$ cat config.mk
export PLATFORM = sky130hd
export DESIGN_NAME = rac_cell
export DESIGN_NICKNAME = d
export VERILOG_FILES = /design/src/rac_pkg.sv /design/src/rac_cell.sv
export SDC_FILE = /design/constraint.sdc
export NUM_CORES = 1
export LEC_CHECK = 0
export ABC_AREA = 1
export BUFFER_PORTS_ARGS = -buffer_cell sky130_fd_sc_hd__buf_2
export CAP_MARGIN = 10
export CORE_MARGIN = 2
export CORE_UTILIZATION = 57
export DETAILED_ROUTE_END_ITERATION = 7
export PLACE_DENSITY_LB_ADDON = 0.12
export SETUP_SLACK_MARGIN = 0.05
export SYNTH_ARGS = -nofsm -noshare
export SYNTH_HDL_FRONTEND = slang
export SYNTH_SLANG_ARGS = --single-unit
export TNS_END_PERCENT = 30
$ cat constraint.sdc
create_clock -name clock -period 6.52 [get_ports clock]
set_clock_uncertainty 0.1 [all_clocks]
set_input_delay 0.652 -clock clock [delete_from_list [all_inputs] [get_ports clock]]
set_output_delay 0.652 -clock clock [all_outputs]
set_load 0.1 [all_outputs]
$ cat src/rac_pkg.sv
package rac_pkg;

   localparam int FIELD_BITS = 12;
   localparam int COLOR_BITS = 24;
   localparam int ALPHA_BITS = 9;
   localparam int CHAN_BITS  = 8;

   localparam logic [ALPHA_BITS-1:0] OPAQUE = 9'd256;

   localparam logic OP_ADD   = 1'b0;
   localparam logic OP_PIXEL = 1'b1;

   localparam logic ST_OK   = 1'b0;
   localparam logic ST_FULL = 1'b1;

   // item travelling down the cell chain
   typedef struct packed {
      logic                  valid;
      logic                  is_pixel;
      logic                  status;
      logic [FIELD_BITS-1:0] px;
      logic [FIELD_BITS-1:0] py;
      logic [COLOR_BITS-1:0] color;
   } tok_type;

   function automatic logic [CHAN_BITS-1:0] mix_channel(
      input logic [CHAN_BITS-1:0]  old_c,
      input logic [CHAN_BITS-1:0]  new_c,
      input logic [ALPHA_BITS-1:0] a
   );
      logic [16:0] sum;
      sum = {9'd0, old_c} * {8'd0, OPAQUE - a} + {9'd0, new_c} * {8'd0, a};
      return sum[15:8];
   endfunction

   function automatic logic [COLOR_BITS-1:0] blend_color(
      input logic [COLOR_BITS-1:0] bg,
      input logic [COLOR_BITS-1:0] fg,
      input logic [ALPHA_BITS-1:0] a
   );
      return {mix_channel(bg[23:16], fg[23:16], a),
              mix_channel(bg[15:8],  fg[15:8],  a),
              mix_channel(bg[7:0],   fg[7:0],   a)};
   endfunction

endpackage

$ cat src/rac_cell.sv
module rac_cell #(
   parameter int INDEX    = 0,
   parameter int CNT_BITS = 5,
   parameter int CW       = 12
) (
   input  logic                           clock,
   input  logic                           reset,
   input  logic                           advance,
   input  logic                           wr_en,
   input  logic [CW-1:0]                  wr_x,
   input  logic [CW-1:0]                  wr_y,
   input  logic [CW-1:0]                  wr_w,
   input  logic [CW-1:0]                  wr_h,
   input  logic [rac_pkg::COLOR_BITS-1:0] wr_color,
   input  logic [rac_pkg::ALPHA_BITS-1:0] wr_alpha,
   input  rac_pkg::tok_type               tok_prev,
   input  logic [CNT_BITS-1:0]            count_prev,
   output rac_pkg::tok_type               tok_next,
   output logic [CNT_BITS-1:0]            count_next
);
   import rac_pkg::*;

   logic [CW-1:0]         x_ff, y_ff, w_ff, h_ff;
   logic [COLOR_BITS-1:0] color_ff;
   logic [ALPHA_BITS-1:0] alpha_ff;
   tok_type               tok_ff, tok_in;
   logic [CNT_BITS-1:0]   count_ff;

   logic [CW-1:0] px, py;
   logic [CW:0]   x_end, y_end;
   logic          in_table, hit_x, hit_y, hit;

   always_ff @(posedge clock) begin
      if (wr_en) begin
         x_ff     <= wr_x;
         y_ff     <= wr_y;
         w_ff     <= wr_w;
         h_ff     <= wr_h;
         color_ff <= wr_color;
         alpha_ff <= wr_alpha;
      end
   end

   assign px    = tok_prev.px[CW-1:0];
   assign py    = tok_prev.py[CW-1:0];
   // ends are one bit wider so a rectangle past the edge clips instead of wrapping
   assign x_end = {1'b0, x_ff} + {1'b0, w_ff};
   assign y_end = {1'b0, y_ff} + {1'b0, h_ff};
   assign hit_x = (px >= x_ff) && ({1'b0, px} < x_end);
   assign hit_y = (py >= y_ff) && ({1'b0, py} < y_end);
   // only rectangles stored before this pixel was taken may paint it
   assign in_table = count_prev > CNT_BITS'(INDEX);
   assign hit      = tok_prev.valid && tok_prev.is_pixel && in_table && hit_x && hit_y;

   always_comb begin
      tok_in = tok_prev;
      if (hit) begin
         tok_in.color = blend_color(tok_prev.color, color_ff, alpha_ff);
      end
   end

   always_ff @(posedge clock) begin
      if (reset) begin
         tok_ff.valid <= 1'b0;
      end else if (advance) begin
         tok_ff   <= tok_in;
         count_ff <= count_prev;
      end
   end

   assign tok_next   = tok_ff;
   assign count_next = count_ff;

endmodule

### Word-level counts from Yosys, hierarchy flattened

Cells that the tools add are included.

| cells by class | value |
|---|---|
| multiplexer cells | 1 |
| bitwise logic cells | 1 |
| order comparisons | 5 |
| $add $sub $neg | 6 |
| reductions and logical operators | 7 |
| $mul | 6 |

Operators by type and width:

| operator | number |
|---|---|
| $mul A8 B9 Y16 | 6 |
| $add A16 B16 Y16 | 3 |
| $add A12 B12 Y13 | 2 |
| $lt A12 B13 Y1 | 2 |
| $ge A12 B12 Y1 | 2 |
| $mux W24 | 1 |
| $sub A9 B9 Y9 const A | 1 |
| $logic_and A1 B1 Y1 | 6 |
| $gt A5 B1 Y1 const B | 1 |
| $reduce_and A2 Y1 | 1 |
| $not A1 Y1 | 1 |

| storage, ports and cells | value |
|---|---|
| register bits after elaboration | 137 |

### Logic depth before layout (Yosys ltp)

Gate-level depths: netlist (run 1).

| logic depth | value |
|---|---|
| depth in word-level cells | 6 |
| gate-level depth with buffers | 37 |
| mapped depth without buffers | 34 |

### Worst setup path before layout (run 1)

No wires, ideal clock.

| timing path | value |
|---|---|
| path type | reg2reg |
| start point | register alpha_ff[0] |
| end point | register tok_ff (netlist bit tok_next[7]) (data pin) |
| arrival | 6.120 ns |
| library setup time | 0.252 ns |
| path slack | 0.048 ns |
| path buffers | 3 |
| clock period less this slack | 6.472 ns |
| data required time | 6.168 ns |
| cell stages (with the launch flop) | 30 |
| cells stage by stage | edfxtp_1 buf_2 buf_1 inv_1 ha_1 xnor2_1 inv_1 clkbuf_1 nor2_1 fa_1 inv_1 fa_1 fa_1 inv_1 fa_1 fa_1 inv_1 fa_1 inv_1 ha_1 a21oi_1 o21ai_0 nand2_1 nand3_1 a21oi_1 inv_1 nand2_1 nand2_1 nand3_1 nand2_1 |

RTL lines:

| what | line | source |
|---|---|---|
| from (decl) | rac_cell.sv:25 | `logic [ALPHA_BITS-1:0] alpha_ff;` |
| from (signal assigned) | rac_cell.sv:40 | `alpha_ff <= wr_alpha;` |
| to (signal assigned) | rac_cell.sv:66 | `tok_ff <= tok_in;` |
| to (decl) | rac_cell.sv:26 | `tok_type tok_ff, tok_in;` |

==> flow_metrics.env, run 1 <==
export IMPL_status="completed"
export IMPL_cap_violations=0
export IMPL_htree_levels=4
export IMPL_end_kind="flop"
export IMPL_post_route_util_pct=65.8
export IMPL_design_core_area_sq_mm=0.0368
export IMPL_mappedNetlistNets=3299
export IMPL_dp_hpwl_mm=42.8
export IMPL_synthCells=2593
export IMPL_worst_ep_required_time_ns=6.63
export IMPL_antenna_found_initial=2
export IMPL_grt_first_pass_wirelength_mm=87.1
export IMPL_finalNetCount=3495
export IMPL_worst_path_max_delay_cell="fa_1"
export IMPL_initial_utilization_pct=58.1
export IMPL_cpMostUsedCell="inv_2"
export IMPL_synth_edf_count=136
export IMPL_wl_per_cell_um=16.4
export IMPL_synth_area_leaders="fa_1 30%, edfxtp_1 19%, ha_1 14%"
export IMPL_die_w_um=198
export IMPL_path_max_fanout=8
export IMPL_syn_avg_cell_area_sq_um=8.24
export IMPL_worstHoldPathType="input port to flop"
export IMPL_antenna_left=0
export IMPL_timing_fmax_mhz=156
export IMPL_track_usage_pct=28.8
export IMPL_io_pins=197
export IMPL_cts_made_buffers=17
export IMPL_path_clk_slew_ns=0.07
export IMPL_dpl_cell_count=3222
export IMPL_yosys_warnings=0
export IMPL_place_congestion=0.905
export IMPL_clockBufferDepth=2
export IMPL_setup_viol=0
export IMPL_ctsRootBufferMaster="clkbuf_16"
export IMPL_synth_ff_latch_count=137
export IMPL_via_count=17200
export IMPL_drive_above_1_share_pct=14.4
export IMPL_cts_tree="done"
export IMPL_cp_arrival_ns=6.52
export IMPL_fin_crit_ns=6.42
export IMPL_async_flop_share_pct=0
export IMPL_synth_cell_types=40
export IMPL_tightest_slew_ns=0.842
export IMPL_stdcell_count=3273
export IMPL_clock_sinks=137
export IMPL_synth_area_leader_cell="fa_1"
export IMPL_grt_overflow=0
export IMPL_synth_seq_area_share_pct=19.2
export IMPL_clkLatencyLatePin_ns=0.45
export IMPL_drt_initial_drc_count=949
export IMPL_grt_pass1_vias=17900
export IMPL_finalWirelength_mm=53.7
export IMPL_fin_tns_setup_ns=0
export IMPL_drv_slew=0
export IMPL_ys_flop_type="edfxtp_1"
export IMPL_first_pass_iters=6
export IMPL_period_share_pct=98.4
export IMPL_cp_slowest_stage_delay_ns=0.52
export IMPL_relSlewSlack_pct=43.9
export IMPL_die_y_um=198
export IMPL_synthesis_area_sq_mm=0.0214
export IMPL_dieArea_sq_mm=0.0390
export IMPL_rsz0062_at_grt="true"
export IMPL_path_class="flop to flop"
export IMPL_via_per_inst=5.25
export IMPL_multiInputGateArea_sq_mm=0.0148
export IMPL_worstSetupStartpointType="flop"
export IMPL_port_buffers=196
export IMPL_area_growth_pct=13.3
export IMPL_seq_area_sq_mm=0.00410
export IMPL_drcViolationCount=0
export IMPL_nFillCells=3088
export IMPL_grt_max_degree=62
export IMPL_cts_hold_buffers=0
export IMPL_finalHoldViolCount=0
export IMPL_yosysTopAreaCellShare_pct=30.0
export IMPL_placementRows=70
-- cell usage after synthesis, types with 13 or more instances --
| cell | number |
|---|---|
| a21oi_1 | 79 |
| edfxtp_1 | 136 |
| nand2_1 | 631 |
| fa_1 | 320 |
| nor2_1 | 160 |
| inv_1 | 715 |
| ha_1 | 245 |
| nand4_1 | 13 |
| nand3_1 | 84 |
| buf_2 | 14 |
| xor2_1 | 21 |
| o21ai_0 | 35 |
| clkbuf_1 | 52 |
-- layout make-up --
type	instances	area share [%]
Multi-Input combinational cell	1655	61.0
Clock inverter	13	0.507
Tap cell	468	2.42
Clock buffer	19	1.79
Timing Repair Buffer	258	6.08
Sequential cell	137	17.0
Antenna cell	3	0.0310
Inverter	720	11.2
-- repair_timing --
item | 4_1_cts | 5_1_grt
setup buffers | 1 | 14
resized for setup | 7 | 135
endpoints found under the setup margin | 13 | 24
pin swaps | 2 | 54
gates cloned | 0 | 1
-- sequential cells by signal, summed over array words and instances, names as in the netlist --
| register | flops |
|---|---|
| h_ff | 12 |
| alpha_ff | 9 |
| tok_next | 51 |
| x_ff | 12 |
| y_ff | 12 |
| w_ff | 12 |
| color_ff | 24 |
| count_next | 5 |
-- layer usage --
layer | share of wire [%] | GRT usage, % | vias up
met2 | 48 | 49.3 | 631
met5 | 0 | 0 | -
met1 | 41 | 36.1 | 8331
li1 | - | - | 8090
met4 | 3.6 | 11.7 | 0
met3 | 7.5 | 5.26 | 118
-- stage by stage --
step	worst slack, ns	instance area (sq um)	hold WS, ns
after floorplan	0.0480	21400	0.621
after global placement	0.0604	22900	0.344
after detailed placement	-0.0618	22900	0.353
after CTS	0.0270	23500	0.253
after global routing	-0.212	24200	0.259
final	0.105	24200	0.270
-- kinds of logic (layout without fill, tap and decap cells) --
family                   count (synthesis)  after routing  share of synthesized area (%)
XOR/XNOR                                33             33                           1.35
AND/OR/NAND/NOR                        918            918                           17.2
buffers and inverters                  801           1010                           14.3
AO/OA/AOI/OAI                          139            139                           3.54
other                                    0              3                              0
adder cells (fa/ha/maj)                565            565                           44.3
flip-flops                             137            137                           19.2
-- placed cells by master (no fill, tap or decap), types with 5 or more instances in the layout --
cell,Yosys,layout
clkbuf_16,0,17
o21a_1,5,5
nor2_2,2,9
inv_2,3,10
nand4_1,13,13
buf_2,14,195
clkinvlp_4,0,5
o21ai_1,0,6
fa_2,0,8
xnor2_1,12,12
fa_1,320,312
nand3_1,84,84
o21ai_0,35,22
a21o_1,6,6
nand2_1,631,616
nor2_4,2,10
edfxtp_1,136,136
ha_1,245,225
inv_1,715,706
nor3_1,11,7
o21ai_2,0,7
xor2_1,21,21
buf_4,2,58
a21oi_1,79,64
a21oi_2,2,13
nand2_2,0,14
nor2_1,160,145
ha_4,0,19
-- final timing paths --
kind	startpoint	end	slack, ns	cells after the start
setup / recovery	alpha_ff[0]	tok_next[15]	0.10	33
setup reg to reg	alpha_ff[0]	tok_next[15]	0.10	33
hold / removal	wr_color[20]	color_ff[20]	0.27	1
hold reg to reg	tok_next[50]	tok_next[50]	0.36	2
-- worst max-delay path: cells and delay by family, from the launching register on --
family	cells	cell delay [ns]
AOI/OAI and AO/OA	1	0.18
and+or+nand+nor	14	1.33
buffers and inverters	10	0.83
DFF	1	0.45
adders and majority gates	8	3.26
Power of run 1 is not shown: default switching activity piles up to over one toggle a cycle in this logic, so the estimate is an artifact.
==> run 2, diff against run 1 <==
- CORE_ASPECT_RATIO: not set -> 1.5
- HOLD_SLACK_MARGIN: not set -> 0.02
- clock period: 6.52 -> 7.85 ns (I/O delays scaled with it)
==> run 2 against run 1 <==
  * Clock-buffer cell count down 2
  * Die area about the same
  * Register-to-register slack better by 0.67 ns
  * Worst hold slack improved by 0.11 ns
  * Utilization shrank 2.3 points
  * Via count decreased by 0.82%
  * Final area down 3.4%
  * Global-route usage rose by 1.3 points
  * Largest cell class unchanged
  * Highest routed layer unchanged
==> flow_metrics.env, run 2 (same netlist as run 1, synthesis figures left out) <==
export IMPL_stdcell_count=3246
export IMPL_port_buffers=196
export IMPL_cp_depth=29
export IMPL_post_route_util_pct=63.5
export IMPL_worst_r2r_startpoint="alpha_ff[0]"
export IMPL_period_share_pct=90.1
export IMPL_cts_made_buffers=17
export IMPL_timing_fmax_mhz=141
export IMPL_finalNetCount=3455
export IMPL_relSlewSlack_pct=42.3
export IMPL_placementRows=86
export IMPL_path_max_fanout=15
export IMPL_grt_max_degree=62
export IMPL_antenna_left=0
export IMPL_endpoint="tok_next[6]"
export IMPL_crit_family="adder cells"
export IMPL_place_congestion=0.929
export IMPL_cp_num_buf_inv=7
export IMPL_nFillCells=3246
export IMPL_via_per_inst=5.25
export IMPL_area_growth_pct=9.41
export IMPL_dieArea_sq_mm=0.0391
export IMPL_holdCritStartpoint="tok_next[50]"
export IMPL_cts_hold_buffers=0
export IMPL_htree_levels=4
export IMPL_fin_tns_setup_ns=0
export IMPL_drv_slew=0
export IMPL_n_antenna_cell=0
export IMPL_status="completed"
export IMPL_first_pass_iters=6
export IMPL_cp_startpoint="alpha_ff[0]"
export IMPL_drt_initial_drc_count=840
export IMPL_clock_sinks=137
export IMPL_drive_above_1_share_pct=9.70
export IMPL_clockBufferDepth=2
export IMPL_track_usage_pct=30.1
export IMPL_worstHoldPathType="flop to flop"
export IMPL_die_y_um=241
export IMPL_io_pins=197
export IMPL_grt_first_pass_wirelength_mm=89.3
export IMPL_fin_crit_ns=7.08
export IMPL_cp_slowest_stage_delay_ns=0.54
export IMPL_antenna_found_initial=0
export IMPL_path_class="flop to flop"
export IMPL_path_clk_slew_ns=0.07
export IMPL_end_kind="flop"
export IMPL_die_w_um=162
export IMPL_ctsRootBufferMaster="clkbuf_16"
export IMPL_worst_path_max_delay_cell="fa_1"
export IMPL_r2r_cells=29
export IMPL_finalHoldViolCount=0
export IMPL_final_common_cell="inv_1"
export IMPL_cap_violations=0
export IMPL_layout_common_cells="715 x inv_1, 631 x nand2_1, 320 x fa_1, 245 x ha_1, 195 x buf_2"
export IMPL_cts_tree="done"
export IMPL_design_core_area_sq_mm=0.0368
export IMPL_dp_hpwl_mm=45.5
export IMPL_rsz0062_at_grt="false"
export IMPL_r2r_end="tok_next[6]"
export IMPL_final_area_sq_mm=0.0234
export IMPL_worstSetupStartpointType="flop"
export IMPL_via_count=17000
export IMPL_dpl_cell_count=3214
export IMPL_cts_setup_buffers=0
export IMPL_largest_reg_flops=51
export IMPL_clkLatencyLatePin_ns=0.45
export IMPL_wl_per_cell_um=17.3
export IMPL_cp_arrival_ns=7.18
export IMPL_setup_viol=0
export IMPL_drcViolationCount=0
export IMPL_r2r_setup_slack_ns=0.77
export IMPL_grt_pass1_vias=18200
export IMPL_initial_utilization_pct=58.0
export IMPL_finalWirelength_mm=56.1
export IMPL_tightest_slew_ns=0.866
export IMPL_grt_overflow=0
export IMPL_worst_ep_required_time_ns=7.95
export IMPL_dpl_instance_area_sq_mm=0.0228
export IMPL_cts_resized=0
==> run 2: metrics by stage <==
stage / setup slack, ns / hold WS (ns)
floorplan: 1.38 / 0.754
global placement: 0.846 / 0.371
detailed placement: 0.786 / 0.372
CTS: 0.765 / 0.382
global route: 0.364 / 0.389
finish: 0.773 / 0.377
==> run 2: how the worst min path moves through the flow <==
stage	to	slack, ns	cells after the start
4_1_cts	tok_next[50]	0.38	2
2_1_floorplan	tok_next[50]	0.75	1
3_3_place_gp	tok_next[50]	0.37	2
3_5_place_dp	tok_next[50]	0.37	2
5_1_grt	x_ff[4]	0.39	1
6_report	tok_next[50]	0.38	2
==> run 2: metal layers <==
layer	GRT usage, %	up-vias	wire length [um]
met5	0	-	0
met2	57.2	598	30300
met3	4.98	191	3250
li1	-	7998	-
met1	31.6	8243	19600
met4	15.6	0	2980
==> run 2: worst register-to-register path: cells and delay by family (launching register included) <==
kind	cells	cell delay [ns]
AND/OR/NAND/NOR	14	2.05
buffers and inverters	7	0.69
adder cells (fa/ha/maj)	8	3.58
flip-flops	1	0.42
==> run 2: area by class of cell <==
class | count | area (sq um) | share of cell area (%)
Tap cell | 484 | 606 | 2.59
Sequential cell | 137 | 4100 | 17.6
Timing Repair Buffer | 218 | 1150 | 4.92
Inverter | 720 | 2700 | 11.6
Clock inverter | 15 | 175 | 0.750
Multi-Input combinational cell | 1655 | 14200 | 60.8
Clock buffer | 17 | 425 | 1.82
Power of run 2 is left out for the same reason.
==> run 3, diff against run 2 <==
--- a/config.mk
+++ b/config.mk
@@ -13,4 +13,6 @@
 export CORE_UTILIZATION = 57
 export DETAILED_ROUTE_END_ITERATION = 7
+export GPL_ROUTABILITY_DRIVEN = 1
+export GPL_TIMING_DRIVEN = 0
 export HOLD_SLACK_MARGIN = 0.02
 export PLACE_DENSITY_LB_ADDON = 0.12
--- a/constraint.sdc
+++ b/constraint.sdc
@@ -3,3 +3,3 @@
 set_input_delay 0.785 -clock clock [delete_from_list [all_inputs] [get_ports clock]]
 set_output_delay 0.785 -clock clock [all_outputs]
-set_load 0.1 [all_outputs]
+set_load 0.005 [all_outputs]
==> run 3 against run 2 <==
  * Register-to-register slack got worse by 0.49 ns
  * Final area rose by 1.1%
  * Non-clock buffer count up 51
  * Sequential cell count is the same
  * Setup slack lost 0.49 ns
  * Critical path depth stayed put
  * Clock-buffer cell count is the same
  * Via count increased by 1.8%
  * Die area unchanged
  * Largest cell class unchanged
==> flow_metrics.env, run 3 (same netlist as run 1, synthesis figures left out) <==
export IMPL_first_pass_iters=5
export IMPL_grt_pass1_vias=18400
export IMPL_clockBufferDepth=2
export IMPL_cap_violations=0
export IMPL_grt_overflow=0
export IMPL_timing_fmax_mhz=132
export IMPL_path_max_fanout=19
export IMPL_htree_levels=4
export IMPL_whs_ns=0.382
export IMPL_path_clk_slew_ns=0.08
export IMPL_initial_utilization_pct=58.0
export IMPL_clock_sinks=137
export IMPL_die_y_um=241
export IMPL_cts_hold_buffers=0
export IMPL_antenna_left=0
export IMPL_status="completed"
export IMPL_ctsRootBufferMaster="clkbuf_16"
export IMPL_post_route_util_pct=64.2
export IMPL_port_buffers=184
export IMPL_fin_crit_ns=7.57
export IMPL_placementRows=86
export IMPL_worst_ep_required_time_ns=7.97
export IMPL_design_core_area_sq_mm=0.0368
export IMPL_grt_first_pass_wirelength_mm=90.4
export IMPL_drt_initial_drc_count=1034
export IMPL_dp_hpwl_mm=46.9
export IMPL_tightest_slew_ns=0.992
export IMPL_setup_viol=0
export IMPL_relSlewSlack_pct=33.9
export IMPL_wl_per_cell_um=17.3
export IMPL_place_congestion=0.951
export IMPL_drcViolationCount=0
export IMPL_final_common_cell="inv_1"
export IMPL_drv_slew=0
export IMPL_finalHoldViolCount=0
export IMPL_drive_above_1_share_pct=9.53
export IMPL_rsz0062_at_grt="true"
export IMPL_dieArea_sq_mm=0.0391
export IMPL_clkLatencyLatePin_ns=0.47
export IMPL_antenna_found_initial=2
export IMPL_finalWirelength_mm=57.0
export IMPL_path_class="flop to flop"
export IMPL_worstHoldPathType="input port to flop"
export IMPL_cts_tree="done"
export IMPL_die_w_um=162
export IMPL_cp_slowest_stage_delay_ns=0.53
export IMPL_layout_common_cells="715 x inv_1, 629 x nand2_1, 320 x fa_1, 245 x ha_1, 196 x buf_2"
export IMPL_area_growth_pct=10.6
export IMPL_cpMostUsedCell="inv_1"
export IMPL_cp_arrival_ns=7.69
export IMPL_worst_path_max_delay_cell="fa_1"
export IMPL_finalNetCount=3506
export IMPL_grt_max_degree=67
export IMPL_worstSetupStartpointType="flop"
export IMPL_end_kind="flop"
export IMPL_cts_made_buffers=17
export IMPL_io_pins=197
export IMPL_crit_family="adder cells"
export IMPL_largest_reg_flops=51
export IMPL_cp_num_buf_inv=10
export IMPL_via_count=17300
export IMPL_via_per_inst=5.26
export IMPL_track_usage_pct=30.7
export IMPL_period_share_pct=96.5
-- run 3: cell types whose count changed in the layout (fill, tap and decap cells not counted), moves of 2 or more --
cell	delta
buf_4	-17
buf_1	+9
clkinv_8	+2
nand2_2	+2
nand2_1	-2
clkbuf_1	+48
clkinv_1	-2
buf_6	+3
buf_16	+2
clkbuf_2	+2
-- run 3: cell type report --
| class | count | area [sq um] |
|---|---|---|
| Multi-Input combinational cell | 1655 | 14200 |
| Fill cell | 3254 | 13200 |
| Sequential cell | 137 | 4100 |
| Inverter | 720 | 2710 |
| Timing Repair Buffer | 190 | 1030 |
| Tap cell | 484 | 606 |
| Clock buffer | 17 | 425 |
| Buffer | 79 | 353 |
| Clock inverter | 15 | 176 |
| Antenna cell | 1 | 2.50 |
-- run 3: path summary, 6_finish.rpt --
path                                    from            to  slack (ns)  cells after the start
worst max-delay path             alpha_ff[0]   tok_next[7]        0.28                     29
worst min-delay path             wr_color[0]   color_ff[0]        0.38                      1
worst max register to register   alpha_ff[0]   tok_next[7]        0.28                     29
worst min register to register  tok_next[50]  tok_next[50]        0.39                      2
-- run 3: stage by stage --
stage	instances	setup slack (ns)	cell area, sq um	TNS, ns
final	3298	0.279	23600	0
after global routing	3298	0.0119	23600	0
after CTS	3295	0.0881	23600	0
after detailed placement	3265	-0.550	23000	-6.50
after global placement	3261	-1.66	22900	-32.98
after floorplan	2593	1.38	21400	0
-- run 3: what timing repair did --
item / in CTS / in global routing
pin swaps: 0 / 1
buffers inserted: 0 / 2
resized for setup: 3 / 11
setup endpoints to repair: 24 / 7
-- run 3: routing by layer --
layer  global-route usage, %  part of all wire, %
met1                    32.2                   35
met2                    56.0                   52
met4                    20.7                  7.5
met3                    5.33                  6.3
met5                       0                    0
Power of run 3 is left out for the same reason.
